[src/hw/rtl/i2c_adc_scan_sequencer_defines.svh]
// Assertion macros for the converter scan sequencer
`ifndef I2C_ADC_SCAN_SEQUENCER_DEFINES_SVH
`define I2C_ADC_SCAN_SEQUENCER_DEFINES_SVH

// Same-cycle implication, checked outside reset
`define IASS_ASSERT_NOW(lbl, ante, cons) \
  lbl: assert property (@(posedge clk_i) disable iff (!rst_ni) (ante) |-> (cons)) \
    else $error("scan sequencer assertion failed");

// Next-cycle implication, checked outside reset
`define IASS_ASSERT_NEXT(lbl, ante, cons) \
  lbl: assert property (@(posedge clk_i) disable iff (!rst_ni) (ante) |=> (cons)) \
    else $error("scan sequencer assertion failed");

`endif

[src/hw/rtl/iass_pkg.sv]
// Types, constants and helpers shared by the converter scan sequencer
`default_nettype none

package iass_pkg;

  localparam int unsigned LIST_DEPTH = 8;
  localparam int unsigned COUNT_BITS = 16;
  localparam int unsigned CFG_DATA_W = 24;
  localparam int unsigned CFG_IDX_W  = 3;

  localparam logic [7:0]  CMD_BIT  = 8'h80;
  localparam int unsigned CH_SHIFT = 4;

  localparam logic [6:0]  DEV_ADDR_RST = 7'd72;
  localparam logic [3:0]  SEQ_LEN_RST  = 4'd1;

  typedef enum logic [1:0] {
    CMD_SINGLE = 2'd0,
    CMD_SCAN   = 2'd1,
    CMD_BUS    = 2'd2,
    CMD_UNUSED = 2'd3
  } iass_cmd_e;

  typedef enum logic [1:0] {
    STATUS_OK       = 2'd0,
    STATUS_BUSY     = 2'd1,
    STATUS_BAD_REQ  = 2'd2,
    STATUS_BUS_FAIL = 2'd3
  } iass_status_e;

  typedef enum logic [CFG_IDX_W-1:0] {
    CFG_DEVICE_ADDRESS  = 3'd0,
    CFG_SEQUENCE_MODE   = 3'd1,
    CFG_SEQUENCE_LENGTH = 3'd2,
    CFG_SEQUENCE_CHANS  = 3'd3,
    CFG_IRQ_ENABLE      = 3'd4
  } iass_cfg_idx_e;

  typedef struct packed {
    logic [1:0]  cmd;
    logic [2:0]  channel;
    logic [15:0] sample_count;
    logic        bus_ok;
    logic [7:0]  bus_read_byte;
  } iass_in_t;

  typedef struct packed {
    logic [1:0] status;
    logic       bus_req_valid;
    logic       bus_req_is_read;
    logic [6:0] bus_address;
    logic [7:0] bus_write_byte;
    logic       sample_valid;
    logic [7:0] sample;
    logic       done_irq;
    logic       busy_res;
  } iass_out_t;

  // Command byte for a conversion on one channel
  function automatic logic [7:0] cmd_byte(input logic [2:0] ch);
    return CMD_BIT | (8'(ch) << CH_SHIFT);
  endfunction

  // Pick entry k of the packed channel list
  function automatic logic [2:0] list_entry(input logic [23:0] chans,
                                            input logic [2:0] k);
    logic [4:0] base;
    base = {2'b00, k} * 5'd3;
    return chans[base +: 3];
  endfunction

endpackage

`default_nettype wire

[src/hw/rtl/iass_if.sv]
// Valid/ready channel interfaces for request and result items
`default_nettype none

interface iass_in_if import iass_pkg::*; ();
  logic     valid;
  logic     ready;
  iass_in_t data;

  modport source (output valid, output data, input ready);
  modport sink   (input valid, input data, output ready);
endinterface

interface iass_out_if import iass_pkg::*; ();
  logic      valid;
  logic      ready;
  iass_out_t data;

  modport source (output valid, output data, input ready);
  modport sink   (input valid, input data, output ready);
endinterface

`default_nettype wire

[src/hw/rtl/i2c_adc_scan_sequencer.sv]
// Each accepted item's result is registered into the output register as it is accepted.
// Throughput: one item per cycle while the output register is free or being taken; the decision
// is a single pass of logic between the run state registers and the output register.
// Input ready drops only while the output register holds an item not yet taken.
// Reset (asynchronous, active low) clears the run state and the output valid;
// configuration registers return to their documented defaults.
`default_nettype none
`include "i2c_adc_scan_sequencer_defines.svh"

module i2c_adc_scan_sequencer import iass_pkg::*; (
  input  wire logic                  clk_i,
  input  wire logic                  rst_ni,
  input  wire logic                  cfg_we_i,
  input  wire logic [CFG_IDX_W-1:0]  cfg_index_i,
  input  wire logic [CFG_DATA_W-1:0] cfg_data_i,
  iass_in_if.sink                    in_i,
  iass_out_if.source                 out_o
);

  // Configuration registers
  logic [6:0]  dev_addr_q;
  logic        seq_mode_q;
  logic [3:0]  seq_len_q;
  logic [23:0] seq_chans_q;
  logic        irq_en_q;

  // Run state
  logic                  run_q, run_d;
  logic                  cmd_phase_q, cmd_phase_d;
  logic [COUNT_BITS-1:0] remaining_q, remaining_d;
  logic [2:0]            pos_q, pos_d;

  // Output register
  logic      out_valid_q;
  iass_out_t out_data_q, res;

  logic                  accept;
  logic [COUNT_BITS-1:0] cnt;
  logic [COUNT_BITS-1:0] rem_dec;
  logic [3:0]            eff_len;
  logic [3:0]            next_pos;
  logic [2:0]            new_pos;

  assign in_i.ready  = !out_valid_q || out_o.ready;
  assign accept      = in_i.valid && in_i.ready;
  assign out_o.valid = out_valid_q;
  assign out_o.data  = out_data_q;

  assign cnt      = COUNT_BITS'(in_i.data.sample_count);
  assign rem_dec  = remaining_q - COUNT_BITS'(1);
  assign eff_len  = (seq_len_q > 4'(LIST_DEPTH)) ? 4'(LIST_DEPTH) : seq_len_q;
  assign next_pos = {1'b0, pos_q} + 4'd1;
  assign new_pos  = (next_pos >= eff_len) ? 3'd0 : next_pos[2:0];

  // Decide the result and the next run state for one item
  always_comb begin
    res         = '0;
    res.status  = STATUS_OK;
    run_d       = run_q;
    cmd_phase_d = cmd_phase_q;
    remaining_d = remaining_q;
    pos_d       = pos_q;
    case (in_i.data.cmd)
      CMD_SINGLE: begin
        if (seq_mode_q) begin
          res.status = STATUS_BAD_REQ;
        end else if (run_q) begin
          res.status = STATUS_BUSY;
        end else begin
          run_d              = 1'b1;
          cmd_phase_d        = 1'b1;
          remaining_d        = COUNT_BITS'(1);
          pos_d              = 3'd0;
          res.bus_req_valid  = 1'b1;
          res.bus_address    = dev_addr_q;
          res.bus_write_byte = cmd_byte(in_i.data.channel);
        end
      end
      CMD_SCAN: begin
        if (!seq_mode_q || (cnt == '0) || (seq_len_q == 4'd0)) begin
          res.status = STATUS_BAD_REQ;
        end else if (run_q) begin
          res.status = STATUS_BUSY;
        end else begin
          run_d              = 1'b1;
          cmd_phase_d        = 1'b1;
          remaining_d        = cnt;
          pos_d              = 3'd0;
          res.bus_req_valid  = 1'b1;
          res.bus_address    = dev_addr_q;
          res.bus_write_byte = cmd_byte(list_entry(seq_chans_q, 3'd0));
        end
      end
      CMD_BUS: begin
        if (!run_q) begin
          res.status = STATUS_OK;
        end else if (!in_i.data.bus_ok) begin
          res.status = STATUS_BUS_FAIL;
        end else if (cmd_phase_q) begin
          // Command written: ask for the read
          cmd_phase_d         = 1'b0;
          res.bus_req_valid   = 1'b1;
          res.bus_req_is_read = 1'b1;
          res.bus_address     = dev_addr_q;
        end else begin
          // Sample read: deliver, count down, advance or finish
          res.sample_valid = 1'b1;
          res.sample       = in_i.data.bus_read_byte;
          remaining_d      = rem_dec;
          if (rem_dec != '0) begin
            pos_d              = new_pos;
            cmd_phase_d        = 1'b1;
            res.bus_req_valid  = 1'b1;
            res.bus_address    = dev_addr_q;
            res.bus_write_byte = cmd_byte(list_entry(seq_chans_q, new_pos));
          end else begin
            run_d        = 1'b0;
            res.done_irq = irq_en_q;
          end
        end
      end
      default: begin
        res.status = STATUS_BAD_REQ;
      end
    endcase
    res.busy_res = run_d;
  end

  // Hold configuration; take writes by register index
  always_ff @(posedge clk_i or negedge rst_ni) begin
    if (!rst_ni) begin
      dev_addr_q  <= DEV_ADDR_RST;
      seq_mode_q  <= 1'b0;
      seq_len_q   <= SEQ_LEN_RST;
      seq_chans_q <= '0;
      irq_en_q    <= 1'b0;
    end else if (cfg_we_i) begin
      case (cfg_index_i)
        CFG_DEVICE_ADDRESS:  dev_addr_q  <= cfg_data_i[6:0];
        CFG_SEQUENCE_MODE:   seq_mode_q  <= cfg_data_i[0];
        CFG_SEQUENCE_LENGTH: seq_len_q   <= cfg_data_i[3:0];
        CFG_SEQUENCE_CHANS:  seq_chans_q <= cfg_data_i[23:0];
        CFG_IRQ_ENABLE:      irq_en_q    <= cfg_data_i[0];
        default: ;
      endcase
    end
  end

  // Advance run state on each accepted item
  always_ff @(posedge clk_i or negedge rst_ni) begin
    if (!rst_ni) begin
      run_q       <= 1'b0;
      cmd_phase_q <= 1'b0;
      remaining_q <= '0;
      pos_q       <= 3'd0;
    end else if (accept) begin
      run_q       <= run_d;
      cmd_phase_q <= cmd_phase_d;
      remaining_q <= remaining_d;
      pos_q       <= pos_d;
    end
  end

  // Hold the result until the sink takes it
  always_ff @(posedge clk_i or negedge rst_ni) begin
    if (!rst_ni) begin
      out_valid_q <= 1'b0;
    end else if (accept) begin
      out_valid_q <= 1'b1;
    end else if (out_o.ready) begin
      out_valid_q <= 1'b0;
    end
  end

  always_ff @(posedge clk_i) begin
    if (accept) begin
      out_data_q <= res;
    end
  end

  // Run state and result consistency
  `IASS_ASSERT_NOW(a_idle_no_cmd_phase, !run_q, !cmd_phase_q)
  `IASS_ASSERT_NOW(a_run_has_count, run_q, remaining_q != '0)
  `IASS_ASSERT_NOW(a_irq_ends_run, out_valid_q && out_data_q.done_irq, !out_data_q.busy_res)
  `IASS_ASSERT_NEXT(a_accept_fills_out, accept, out_valid_q)

endmodule

`default_nettype wire

[src/flat_wrapper.sv]
// flat-port wrapper written by rule: the top's interface ports become plain ports
module i2c_adc_scan_sequencer_flat import iass_pkg::*;
  (clk_i, rst_ni, cfg_we_i, cfg_index_i, cfg_data_i, in_i_valid, in_i_data, in_i_ready, out_o_valid, out_o_data, out_o_ready);
  iass_in_if in_i_i ();
  iass_out_if out_o_i ();
  input  wire logic clk_i;
  input  wire logic rst_ni;
  input  wire logic cfg_we_i;
  input  wire logic [CFG_IDX_W-1:0] cfg_index_i;
  input  wire logic [CFG_DATA_W-1:0] cfg_data_i;
  input wire logic [$bits(in_i_i.valid)-1:0] in_i_valid;
  input wire logic [$bits(in_i_i.data)-1:0] in_i_data;
  output wire logic [$bits(in_i_i.ready)-1:0] in_i_ready;
  output wire logic [$bits(out_o_i.valid)-1:0] out_o_valid;
  output wire logic [$bits(out_o_i.data)-1:0] out_o_data;
  input wire logic [$bits(out_o_i.ready)-1:0] out_o_ready;
  assign in_i_i.valid = in_i_valid;
  assign in_i_i.data = in_i_data;
  assign in_i_ready = in_i_i.ready;
  assign out_o_valid = out_o_i.valid;
  assign out_o_data = out_o_i.data;
  assign out_o_i.ready = out_o_ready;
  i2c_adc_scan_sequencer u_core (.clk_i(clk_i), .rst_ni(rst_ni), .cfg_we_i(cfg_we_i), .cfg_index_i(cfg_index_i), .cfg_data_i(cfg_data_i), .in_i(in_i_i), .out_o(out_o_i));
endmodule
[config.mk]
export PLATFORM = sky130hd
export DESIGN_NAME = i2c_adc_scan_sequencer_flat
export DESIGN_NICKNAME = d
export VERILOG_FILES = /design/src/hw/rtl/iass_pkg.sv /design/src/hw/rtl/iass_if.sv /design/src/hw/rtl/i2c_adc_scan_sequencer.sv /design/src/flat_wrapper.sv
export VERILOG_INCLUDE_DIRS = /design/src /design/src/hw/rtl
export SDC_FILE = /design/constraint.sdc
export NUM_CORES = 1
export LEC_CHECK = 0
export BUFFER_PORTS_ARGS = -buffer_cell sky130_fd_sc_hd__buf_2
export CORE_AREA = 2 2 103 105
export CTS_CLUSTER_SIZE = 40
export DETAILED_ROUTE_END_ITERATION = 8
export DIE_AREA = 0 0 105 107
export GPL_ROUTABILITY_DRIVEN = 0
export GPL_TIMING_DRIVEN = 1
export PLACE_DENSITY = 0.7
export SLEW_MARGIN = 25
export SYNTH_ARGS = -nofsm -noshare
export SYNTH_HDL_FRONTEND = slang
export SYNTH_SLANG_ARGS = --single-unit
[constraint.sdc]
create_clock -name clk_i -period 2.6 [get_ports clk_i]
set_input_delay 0.13 -clock clk_i [delete_from_list [all_inputs] [get_ports clk_i]]
set_output_delay 0.13 -clock clk_i [all_outputs]
set_load 0.05 [all_outputs]
; ---- After elaboration in Yosys (flattened, before gate mapping)
; Cells that the tools add are included.
[op_classes]
shifts = 1
addsub = 2
n_mux = 56
n_reduce_logical = 24
n_bitwise = 3
magnitude_cmp = 2
n_mul = 1
eq_ne = 14
[ops]
columns = operator, n
row1 = 16-bit two-way mux, 7
row2 = 15-bit two-way mux, 5
row3 = 27-bit two-way mux, 2
row4 = 16-bit one-hot mux with 3 select lines, 1
row5 = 15-bit one-hot mux with 3 select lines, 1
row6 = 3-bit two-way mux, 8
row7 = 24-bit by 6-bit indexed part select with 3-bit output, 1
row8 = 1-bit two-way mux, 20
row9 = 18-bit two-way mux, 1
row10 = 16-bit zero test, 1
row11 = 16-bit nonzero test, 1
row12 = 16-bit by 1-bit subtractor with 16-bit output (second input constant), 1
row13 = 2-bit inequality test (second input constant), 6
row14 = 2-bit AND reduction, 5
row15 = 1-bit one-hot mux with 3 select lines, 3
row16 = 3-bit one-hot mux with 3 select lines, 1
row17 = 9-bit AND reduction, 1
row18 = 2-bit two-way mux, 4
row19 = 8-bit AND reduction, 1
row20 = 7-bit two-way mux, 1
row21 = 3-bit by 2-bit == test with 1-bit output (second input constant), 2
row22 = 2-bit one-hot mux with 3 select lines, 1
row23 = 6-bit AND reduction, 1
row24 = 3-bit by 2-bit multiplier with 5-bit output (second input constant), 1
row25 = other kinds (21), 27
[totals]
out_inout_bits = 32
in_bits = 62
ff_bits = 89

; ---- Logic depth before layout (Yosys ltp)
[depth]
ltp_word = 11
mapped_depth = 12
ltp_nobuf = 11

; ---- Worst setup path after synthesis
; Ideal clock, no wire load.
[synth_timing]
kind = register to register
from = register u_core.pos_q[0]
to = register u_core.out_data_q, in the netlist u_core.out_o.data[17], data pin
slack_ps = -168
required_ps = 2338
synth_period_minus_slack_ps = 2768
arrival_ps = 2506
path_stages_with_launch = 13
path_cell_list = dfrtp_1 ha_1 xnor2_1 inv_1 clkbuf_1 ha_1 o21a_1 nor2_1 a21oi_1 nor2_1 a221oi_1 o31a_1 o22ai_1
[synth_rtl]
columns = element, line
row1 = start: declaration, i2c_adc_scan_sequencer.sv:31  ; logic [2:0] pos_q, pos_d;
row2 = start signal: assignment, i2c_adc_scan_sequencer.sv:160  ; pos_q <= pos_d;
row3 = end signal: assignment, i2c_adc_scan_sequencer.sv:177  ; out_data_q <= res;
row4 = end: declaration, i2c_adc_scan_sequencer.sv:35  ; iass_out_t out_data_q, res;

==> qor.yml <==
outcome:
  run_status: "finished clean"
global_route:
  grt_pass1_vias: 3759
  grt_max_degree: 44
  gr-total-overflow: 0
  grtUsageTotal_pct: 20.2
  grt_antenna_before_repair: 0
  grt_pass1_wl_mm: 17.9
yosys:
  synth_common_cells: "56 x dfrtp_1, 39 x nand2_1, 36 x mux2_2"
  yosysTopAreaCellShare_pct: 31.0
  synth_edf_count: 26
  yosys_warnings: 0
  yosysTopAreaCell: "dfrtp_1"
  synth_cells: 422
  yosysSeqAreaShare_pct: 50.0
  synthArstFlopShare_pct: 69.4
  yosys-top-cells-area: "dfrtp_1 31%, edfxtp_1 17%, mux2_2 9.0%"
  synth_cell_types: 63
  syn_area_per_cell_sq_um: 10.7
  synth_most_common_cell: "dfrtp_1"
  ys.flop_type: "dfrtp_1"
  synth_seq_cells: 85
  syn_area_sq_um: 4520
route:
  routedWlPerCell_um: 15.9
  dr.pass1.iters: 5
  first_iter_violations: 205
  detail_route.vias_per_cell: 5.42
  postRouteAntennaNets: 0
  drc: 0
  drt_wl_total_mm: 10.9
  vias: 3723
clock_network:
  cts_post_setup_buffers_inserted: 0
  cts.sinks: 85
  htreeDepth: 3
  cts_tree: "built"
  clk_latency_ps: 370
  cts_made_buffers: 9
  clock_path_buffers: 2
  clkTransAtPathRegs_ps: 90
  cts-root-buf: "clkbuf_8"
floorplanning:
  row_count: 37
  core_area_sq_um: 10100
  io_pins: 94
  dieHeight_um: 107
  die_area_sq_um: 11200
  die_x_um: 105
  initial_utilization_pct: 44.8
timing:
  min_period_over_period_pct: 94.2
  fin_skew_ps: 7.56
  setup_viol: 0
  max_freq_mhz: 408
  worst_slew_pin_slew_ps: 529
  relSlewSlack_pct: 64.7
  drv_slew: 0
  fin_ws_ps: 152
  period_minus_slack_ps: 2450
  whs_ps: 24.8
  fin_setup_tns_ps: 0
  rsz0062_at_grt: "no"
  hold_violations: 0
power:
  p_clk_share_pct: 21.6
  seqPwrFrac_pct: 38.4
  powerDensity_nw_per_um2: 858
  design_power_total_mw: 4.85
  pwr-share-comb_pct: 40.0
  p_int_mw: 3.01
  ir_worst_vdd_uv: 287
  p_switching_mw: 1.84
  leakage_nw: 2.51
  p_sw_share_pct: 37.9
layout:
  finalNetCount: 621
  fin_util_pct: 56.0
  final_area_sq_um: 5650
  area_delta_synth_final_pct: 24.9
  nFillCells: 920
  drive_gt1_share_pct: 33.0
  instances_no_fill: 687
  antennaDiodeCount: 0
placement:
  io_buffers: 89
  place_area_sq_um: 5200
  placed_cells: 649
  hpwl_mm: 7.90
  dp_slack_ps: 85.8
worst_setup_path:
  arrival_ps: 2570
  crit_path_start_kind: "register"
  required_ps: 2720
  crit_type: "register to register"
  crit_fanout: 4
  end_kind: "register"
flow_run:
  drv_cap: 0
hold_path:
  hold_path.class: "input port to register"
-- path summary, 6_finish.rpt --
path	from	to	slack, ps	cells after the start
worst max-delay path	u_core.pos_q[1]	u_core.out_o.data[17]	150	11
worst min-delay path	cfg_data_i[1]	u_core.dev_addr_q[1]	20	2
worst max register to register	u_core.pos_q[1]	u_core.out_o.data[17]	150	11
worst min register to register	u_core.dev_addr_q[2]	u_core.dev_addr_q[2]	510	1
max in group asynchronous	rst_ni	u_core.seq_len_q[0]	1480	3
min in group asynchronous	rst_ni	u_core.remaining_q[13]	230	2
-- critical path, cell delays in order, from the launching register on --
cell,delay (ps)
dfrtp_1,400
ha_2,190
xnor2_2,160
inv_1,80
ha_1,280
o21a_1,170
nor2_1,180
a21o_1,180
nand2_1,70
a221oi_1,260
o31a_1,160
o22ai_1,60
-- layer usage --
metal	share of wire (%)	GRT usage (%)	wire (um)	vias to the layer above
li1	-	-	-	1789
met1	45	26.0	4880	1788
met2	48	32.8	5180	123
met3	5.3	3.40	572	23
met4	2.4	10.7	257	0
met5	0	0	0	-
-- cells in the final DEF, fill, tap and decap left out, types with 17 or more instances in the layout --
cell / synthesis / final
buf_2: 0 / 89
dfrtp_1: 56 / 56
edfxtp_1: 26 / 26
inv_1: 18 / 18
o21ai_0: 32 / 32
buf_4: 4 / 17
mux2_2: 36 / 36
nand2_1: 39 / 39
dlygate4sd3_1: 0 / 22
nor2_1: 33 / 33
-- layout make-up --
class | instances | area [sq um] | area share [%]
clock buffers | 10 | 149 | 2.63
well taps | 136 | 170 | 3.01
inverters | 19 | 71.3 | 1.26
flip-flops and latches | 85 | 2260 | 40.0
repair buffers | 128 | 793 | 14.0
multi-input cells | 303 | 2130 | 37.7
clock inverters | 6 | 75.1 | 1.33
-- registers in the layout, summed over array words and instances, names as in the netlist --
name / cells
u_core.cmd_phase_q: 1
u_core.dev_addr_q: 7
u_core.irq_en_q: 1
u_core.out_o.data: 26
u_core.out_o.valid: 1
u_core.pos_q: 3
u_core.remaining_q: 16
u_core.run_q: 1
u_core.seq_chans_q: 24
u_core.seq_len_q: 4
u_core.seq_mode_q: 1
-- timing repair --
item	in CTS	in global routing
gates resized for setup	0	2
hold buffers	22	0
endpoints found under the setup margin	0	3
hold endpoints to repair	40	0
-- kinds of logic (layout without fill, tap and decap cells) --
| logic type | Yosys count | in the layout | share of synthesized area (%) |
|---|---|---|---|
| simple gates | 148 | 148 | 17.5 |
| compound gates | 91 | 91 | 13.7 |
| flops | 85 | 85 | 50.0 |
| mux | 40 | 40 | 10.2 |
| buf+inv | 37 | 163 | 3.57 |
| fa+ha+maj | 13 | 13 | 3.60 |
| xor+xnor | 7 | 7 | 1.36 |
| other cells | 1 | 4 | 0.0829 |
-- power by group through the flow --
stage | Combinational, mW | Sequential (mW) | Clock, mW
6_report | 1.94 | 1.86 | 1.04
3_3_place_gp | 1.82 | 1.87 | 0
3_5_place_dp | 1.88 | 1.88 | 0
5_1_grt | 2.14 | 1.90 | 1.12
4_1_cts | 1.92 | 1.86 | 1.07
2_1_floorplan | 1.29 | 1.93 | 0
No activity file was read; power rests on OpenSTA's default activity.
